`src/hdl/ptpr_pkg.sv`:
```
package ptpr_pkg;

   // Table sizes; slots index the tables by their low bits.
   localparam int MAX_FRAMES  = 16;
   localparam int MAX_SENSORS = 8;
   localparam int FIDX_W      = $clog2(MAX_FRAMES);
   localparam int SIDX_W      = $clog2(MAX_SENSORS);

   // Field widths of one beat.
   localparam int CMD_W    = 2;
   localparam int FRAME_W  = 4;
   localparam int SENSOR_W = 3;
   localparam int ROT_W    = 64;
   localparam int VEC_W    = 63;
   localparam int NRM_W    = 48;
   localparam int WGT_W    = 15;
   localparam int RES_W    = 32;
   localparam int SQ_W     = 48;

   // Fixed-point formats.
   localparam int UNIT_BITS = 14;
   localparam int ROT_BITS  = 2 * UNIT_BITS;
   localparam int POS_W     = 21;
   localparam int QC_W      = 16;
   localparam int QP_W      = 2 * QC_W;
   localparam int MAT_W     = QP_W + 2;
   localparam int PS_W      = MAT_W + POS_W;
   localparam int ACC_W     = 64;
   localparam int WIDE_W    = ACC_W - ROT_BITS + 1;
   localparam int SPLIT     = 18;
   localparam int PART_W    = MAT_W + WIDE_W - SPLIT;
   localparam int DIFF_W    = WIDE_W + 1;
   localparam int ND_W      = QC_W + DIFF_W;
   localparam int NSUM_W    = ND_W + 2;
   localparam int DOT_W     = NSUM_W - UNIT_BITS;
   localparam int PRODW_W   = DOT_W + WGT_W + 1;

   // Command codes.
   localparam logic [CMD_W-1:0] CMD_POSE   = 2'd0;
   localparam logic [CMD_W-1:0] CMD_SENSOR = 2'd1;
   localparam logic [CMD_W-1:0] CMD_EVAL   = 2'd2;

   // Queue between front and back.
   localparam int QDEPTH = 4;
   localparam int QPTR_W = $clog2(QDEPTH);

   // Back pipeline depth.
   localparam int NSTG = 11;

   typedef struct packed {
      logic [ROT_W-1:0]    rot_s;
      logic [VEC_W-1:0]    tr_s;
      logic [ROT_W-1:0]    rot_p;
      logic [VEC_W-1:0]    tr_p;
      logic [VEC_W-1:0]    point;
      logic [VEC_W-1:0]    center;
      logic [NRM_W-1:0]    normal;
      logic [WGT_W-1:0]    weight;
      logic [FRAME_W-1:0]  frame;
      logic [SENSOR_W-1:0] sensor;
   } job_type;

   typedef logic [9:0][QP_W-1:0]  qprod_type;
   typedef logic [8:0][MAT_W-1:0] mat_type;

   // Signed 21-bit position component i of a packed vector.
   function automatic logic signed [POS_W-1:0] pos_at(input logic [VEC_W-1:0] w,
                                                      input int unsigned i);
      return $signed(w[i*POS_W +: POS_W]);
   endfunction

   // Signed 16-bit component i of a packed quaternion or normal.
   function automatic logic signed [QC_W-1:0] qc_at(input logic [ROT_W-1:0] w,
                                                    input int unsigned i);
      return $signed(w[i*QC_W +: QC_W]);
   endfunction

endpackage

```
`src/hdl/ptpr_queue.sv`:
```
module ptpr_queue (
   input  logic              clock,
   input  logic              reset,
   input  logic              push,
   input  ptpr_pkg::job_type push_job,
   output logic              full,
   input  logic              pop,
   output logic              out_valid,
   output ptpr_pkg::job_type out_job
);
   import ptpr_pkg::*;

   job_type           mem_ff [QDEPTH];
   logic [QPTR_W-1:0] wr_ff, wr_in, rd_ff, rd_in;
   logic [QPTR_W:0]   cnt_ff, cnt_in;

   assign full      = cnt_ff == (QPTR_W+1)'(QDEPTH);
   assign out_valid = cnt_ff != '0;
   assign out_job   = mem_ff[rd_ff];

   always_comb begin
      wr_in  = push ? wr_ff + 1'b1 : wr_ff;
      rd_in  = pop ? rd_ff + 1'b1 : rd_ff;
      cnt_in = cnt_ff;
      if (push && !pop) begin
         cnt_in = cnt_ff + 1'b1;
      end else if (pop && !push) begin
         cnt_in = cnt_ff - 1'b1;
      end
   end

   always_ff @(posedge clock) begin
      if (reset) begin
         wr_ff  <= '0;
         rd_ff  <= '0;
         cnt_ff <= '0;
      end else begin
         wr_ff  <= wr_in;
         rd_ff  <= rd_in;
         cnt_ff <= cnt_in;
      end
   end

   always_ff @(posedge clock) begin
      if (push) begin
         mem_ff[wr_ff] <= push_job;
      end
   end

   a_no_overflow: assert property (@(posedge clock) disable iff (reset) push |-> !full)
      else $error("queue written while full");
   a_no_underflow: assert property (@(posedge clock) disable iff (reset) pop |-> out_valid)
      else $error("queue read while empty");
   a_count_range: assert property (@(posedge clock) disable iff (reset)
      cnt_ff <= (QPTR_W+1)'(QDEPTH))
      else $error("queue count beyond depth");

endmodule

```
`config.mk`:
```
export PLATFORM = sky130hd
export DESIGN_NAME = ptpr_queue
export DESIGN_NICKNAME = d
export VERILOG_FILES = /design/src/hdl/ptpr_pkg.sv /design/src/hdl/ptpr_queue.sv
export SDC_FILE = /design/constraint.sdc
export NUM_CORES = 1
export LEC_CHECK = 0
export ABC_AREA = 1
export BUFFER_PORTS_ARGS = -buffer_cell sky130_fd_sc_hd__buf_2
export CORE_ASPECT_RATIO = 1.75
export CORE_UTILIZATION = 30
export CTS_BUF_LIST = sky130_fd_sc_hd__clkbuf_4
export CTS_CLUSTER_SIZE = 24
export DETAILED_ROUTE_END_ITERATION = 10
export GPL_TIMING_DRIVEN = 1
export SYNTH_ARGS = -nofsm -noshare
export SYNTH_HDL_FRONTEND = slang
export SYNTH_SLANG_ARGS = --single-unit
```
`constraint.sdc`:
```
create_clock -name clock -period 33.4 [get_ports clock]
set_input_delay 6.68 -clock clock [delete_from_list [all_inputs] [get_ports clock]]
set_output_delay 6.68 -clock clock [all_outputs]
set_load 0.01 [all_outputs]
```
==> impl_metrics.prom <==
# TYPE chip_impl_metric gauge
chip_impl_info{name="run_status",value="complete, no violations"} 1
chip_impl_metric{name="worst_skew_pair.late_latency",unit="ns"} 1.24
chip_impl_info{name="startpoint_type",value="register"} 1
chip_impl_metric{name="synth-compound-area-share",unit="%"} 11.0
chip_impl_info{name="netlist.top_cell.by_area",value="sky130_fd_sc_hd__edfxtp_1"} 1
chip_impl_metric{name="post_synth_inst_count",unit=""} 4409
chip_impl_metric{name="multi_input_comb_area",unit="um2"} 10900
chip_impl_metric{name="floorplan.initialDensity",unit="%"} 30.2
chip_impl_metric{name="sequentialPowerShare",unit="%"} 54.5
chip_impl_metric{name="syn_area",unit="um2"} 67000
chip_impl_info{name="most-common-layout-cells",value="sky130_fd_sc_hd__edfxtp_1 (1800), sky130_fd_sc_hd__nor2_1 (907), sky130_fd_sc_hd__buf_2 (905)"} 1
chip_impl_metric{name="finalWeightedCongestion",unit=""} 0.815
chip_impl_metric{name="ys_seq_elements",unit=""} 1809
chip_impl_metric{name="setup_viol",unit=""} 0
chip_impl_metric{name="leakagePower",unit="nW"} 27.2
chip_impl_metric{name="drt_pre_antenna_iters",unit=""} 5
chip_impl_metric{name="worst_r2r_path_depth",unit=""} 8
chip_impl_metric{name="final.min_clock_period",unit="ns"} 12.96
chip_impl_metric{name="post_cts_hold_buffer_count",unit=""} 0
chip_impl_metric{name="die-width",unit="um"} 359
chip_impl_metric{name="area_growth",unit="%"} 18.3
chip_impl_metric{name="synthesis.yosys.warnings",unit=""} 0
chip_impl_info{name="critical_path.most_common_cell",value="sky130_fd_sc_hd__buf_4"} 1
chip_impl_metric{name="core_region_area",unit="um2"} 222000
chip_impl_metric{name="cellInternalPower",unit="mW"} 3.59
chip_impl_metric{name="routed_wire_length",unit="um"} 176000
chip_impl_metric{name="path_buf_inv",unit=""} 6
chip_impl_metric{name="final_layout_size_suffix_gt1_share",unit="%"} 27.5
chip_impl_metric{name="max-slew-margin-rel",unit="%"} 16.5
chip_impl_metric{name="totalNegativeSetupSlack",unit="ns"} 0
chip_impl_metric{name="synth_top_area_share",unit="%"} 80.7
chip_impl_metric{name="synth-xor-area-share",unit="%"} 0.0131
chip_impl_metric{name="cts-resized-gates",unit=""} 0
chip_impl_metric{name="layout_worst_path_cycle_share",unit="%"} 38.8
chip_impl_info{name="worst-setup-path-type",value="register to output pin"} 1
chip_impl_metric{name="netSwitchingFraction",unit="%"} 25.2
chip_impl_metric{name="cp.required",unit="ns"} 26.72
chip_impl_info{name="cp_cell_sequence",value="clkinv_16 -> buf_4 -> buf_4 -> buf_4 -> buf_4 -> nor2_1 -> o22ai_1 -> buf_2"} 1
chip_impl_metric{name="grt_max_degree",unit=""} 283
chip_impl_metric{name="io_buffers",unit=""} 905
chip_impl_metric{name="hold_depth",unit=""} 1
chip_impl_metric{name="total_switching_power",unit="mW"} 1.21
chip_impl_metric{name="cts_setup_buffers",unit=""} 0
chip_impl_metric{name="drc",unit=""} 0
chip_impl_info{name="worst_hold_path_type",value="register to register"} 1
chip_impl_metric{name="fmax",unit="MHz"} 77.2
chip_impl_metric{name="avgSynthCellArea",unit="um2"} 15.2
chip_impl_metric{name="vias",unit=""} 42400
chip_impl_info{name="r2r-start",value="wr_ff[0]"} 1
chip_impl_info{name="layout_commonest_cell",value="sky130_fd_sc_hd__edfxtp_1"} 1
chip_impl_metric{name="io_pins",unit=""} 906
chip_impl_metric{name="net_count_after_synthesis",unit=""} 4869
chip_impl_metric{name="wire_per_inst",unit="um"} 20.1
chip_impl_metric{name="cts.clk_slew.worst_paths",unit="ns"} 0.08
chip_impl_metric{name="clock-skew-final",unit="ns"} 0.0783
chip_impl_metric{name="pwr-share-clk",unit="%"} 35.7
chip_impl_info{name="reg2reg_to",value="mem_ff[0][194]"} 1
chip_impl_info{name="setup_repair_after_global_routing_missed_its_margin",value="false"} 1
chip_impl_metric{name="worst_pin_slew",unit="ns"} 1.25
chip_impl_metric{name="drt_first_iter_violations",unit=""} 2662
chip_impl_metric{name="synth.mux.area_fraction",unit="%"} 0
chip_impl_info{name="clock_tree_from_tritoncts",value="yes"} 1
chip_impl_info{name="setup.worst_path.end_class",value="output pin"} 1
chip_impl_info{name="synth_top_family_by_area",value="compound AO/OA/AOI/OAI gates"} 1
chip_impl_metric{name="num-fill-cells",unit=""} 21300
chip_impl_metric{name="cpPeakStageDelay",unit="ns"} 0.92
chip_impl_metric{name="power.density",unit="nW/um2"} 60.6
chip_impl_info{name="cpLargestDelayFamily",value="buffers and inverters"} 1
chip_impl_metric{name="globalRouteTotalUtil",unit="%"} 14.8
chip_impl_metric{name="design.final.nets",unit=""} 5947
chip_impl_info{name="ctsRootBufferMaster",value="sky130_fd_sc_hd__clkbuf_4"} 1
chip_impl_info{name="min_from",value="rd_ff[1]"} 1
chip_impl_metric{name="critPathArrivalTime",unit="ns"} 6.28
chip_impl_metric{name="clock_sinks",unit=""} 1809
chip_impl_metric{name="final_hpwl_from_detailed_placement",unit="um"} 104000
chip_impl_metric{name="regToRegSetupSlack",unit="ns"} 28.54
chip_impl_info{name="synthTopCellsByArea",value="sky130_fd_sc_hd__edfxtp_1 (81%), sky130_fd_sc_hd__nor2_1 (5.1%), sky130_fd_sc_hd__o22ai_1 (4.2%)"} 1
chip_impl_metric{name="grt_antenna_before_repair",unit=""} 99
chip_impl_metric{name="grt_first_pass_wirelength",unit="um"} 255000
chip_impl_metric{name="seq_area",unit="um2"} 54200
chip_impl_metric{name="slew_violations",unit=""} 0
chip_impl_metric{name="dieHeight",unit="um"} 627
chip_impl_metric{name="combPwrFrac",unit="%"} 9.7
chip_impl_info{name="slowest_stage_cell_cp",value="sky130_fd_sc_hd__buf_4"} 1
chip_impl_metric{name="worst_path_max_fanout",unit=""} 282
chip_impl_metric{name="vias_in_the_first_global_route",unit=""} 41600
chip_impl_metric{name="fp-row-count",unit=""} 229
chip_impl_metric{name="synth_adder_area_share",unit="%"} 0.123
chip_impl_metric{name="synth.lib_cells_used.distinct",unit=""} 22
chip_impl_metric{name="ys_seq_area_share",unit="%"} 80.9
chip_impl_metric{name="peakVddDrop",unit="uV"} 40.9
chip_impl_metric{name="route.detailed.vias_per_inst",unit=""} 4.85
chip_impl_metric{name="globalRouteOverflowTotal",unit=""} 0
chip_impl_metric{name="dieArea",unit="um2"} 225000
chip_impl_metric{name="drtAntennaViolNets",unit=""} 0
chip_impl_metric{name="numCtsBuffers",unit=""} 413
chip_impl_metric{name="max_cap_viol_count",unit=""} 0
chip_impl_metric{name="htreeDepth",unit=""} 5
chip_impl_metric{name="power",unit="mW"} 4.80
chip_impl_metric{name="clock_tree.buffer_depth",unit=""} 4
chip_impl_metric{name="synth-simple-area-share",unit="%"} 5.16
chip_impl_metric{name="timing_hold_violations_final",unit=""} 0
==> kinds of logic (layout without fill, tap and decap cells) <==
group | Yosys count | count (layout)
other cells | 0 | 56
simple gates | 920 | 920
flops | 1809 | 1809
xor+xnor | 1 | 1
buf+inv | 315 | 1702
fa+ha+maj | 6 | 6
compound gates | 1358 | 1358
==> final cells by class <==
| cell class | count | share of cell area, % |
|---|---|---|
| inverter | 17 | 0.172 |
| timing repair buffer | 961 | 6.32 |
| sequential | 1809 | 68.4 |
| clock inverter | 155 | 1.18 |
| tap | 2887 | 4.56 |
| antenna | 56 | 0.177 |
| clock buffer | 569 | 5.39 |
| multi-input combinational | 2285 | 13.8 |
==> stage by stage <==
| step | worst slack, ns | cell area, um2 | instances | hold slack [ns] | util (%) |
|---|---|---|---|---|---|
| 3_3_place_gp | 21.69 | 73900 | 7959 | 0.413 | 33.3 |
| 6_report | 20.44 | 79300 | 8739 | 0.429 | 35.7 |
| 3_5_place_dp | 21.56 | 73900 | 7959 | 0.424 | 33.3 |
| 4_1_cts | 20.08 | 79100 | 8683 | 0.433 | 35.6 |
| 5_1_grt | 19.92 | 79200 | 8713 | 0.469 | 35.7 |
| 2_1_floorplan | 17.28 | 67000 | 4409 | 0.412 | - |
==> worst register-to-register path: stages (launching register included) <==
cell and delay, ns:
sky130_fd_sc_hd__dfxtp_1 0.33, sky130_fd_sc_hd__inv_1 0.12, sky130_fd_sc_hd__ha_1 0.16, sky130_fd_sc_hd__nand2_1 0.12, sky130_fd_sc_hd__inv_8 0.49, sky130_fd_sc_hd__buf_4 0.78
sky130_fd_sc_hd__buf_4 0.79, sky130_fd_sc_hd__buf_4 0.95, sky130_fd_sc_hd__buf_4 0.72
==> Yosys cell counts <==
cell type and instances:
sky130_fd_sc_hd__a21oi_1 3, sky130_fd_sc_hd__buf_1 1, sky130_fd_sc_hd__buf_2 72, sky130_fd_sc_hd__buf_4 32, sky130_fd_sc_hd__buf_6 62, sky130_fd_sc_hd__clkbuf_1 131, sky130_fd_sc_hd__dfxtp_1 9, sky130_fd_sc_hd__edfxtp_1 1800
sky130_fd_sc_hd__fa_1 1, sky130_fd_sc_hd__ha_1 5, sky130_fd_sc_hd__inv_1 15, sky130_fd_sc_hd__inv_4 1, sky130_fd_sc_hd__inv_8 1, sky130_fd_sc_hd__nand2_1 10, sky130_fd_sc_hd__nand3_1 1, sky130_fd_sc_hd__nand4_1 1
sky130_fd_sc_hd__nor2_1 907, sky130_fd_sc_hd__nor3_1 1, sky130_fd_sc_hd__o21ai_0 455, sky130_fd_sc_hd__o21ai_1 450, sky130_fd_sc_hd__o22ai_1 450, sky130_fd_sc_hd__xor2_1 1
==> registers in the layout, summed over array words and instances, names as in the netlist, named ones only <==
name / flops
cnt_ff: 3
wr_ff: 2
rd_ff: 2
mem_ff: 1800
==> how the worst max path moves through the flow <==
stage	end	slack [ns]	cells after the start
2_1_floorplan	mem_ff[0][0]	17.28	2
3_3_place_gp	out_job[179]	21.69	8
3_5_place_dp	out_job[138]	21.56	8
4_1_cts	out_job[138]	20.08	8
5_1_grt	out_job[138]	19.92	8
6_report	out_job[138]	20.44	8
==> routing by layer <==
metal / wire, um / global-route usage (%) / up-vias
met2: 87400 / 24.9 / 1539
met1: 65100 / 16.1 / 21000
li1: - / - / 19300
met3: 16100 / 5.81 / 422
met5: 498 / 0 / -
met4: 6720 / 7.27 / 76
==> power groups by stage <==
stage / Sequential (mW) / Clock, mW / Combinational [mW]
floorplan: 2.70 / 0 / 0.250
global placement: 2.67 / 0 / 0.461
detailed placement: 2.67 / 0 / 0.471
CTS: 2.62 / 1.78 / 0.472
global route: 2.63 / 1.88 / 0.506
finish: 2.62 / 1.72 / 0.467
No activity file was read; power rests on OpenSTA's default activity.
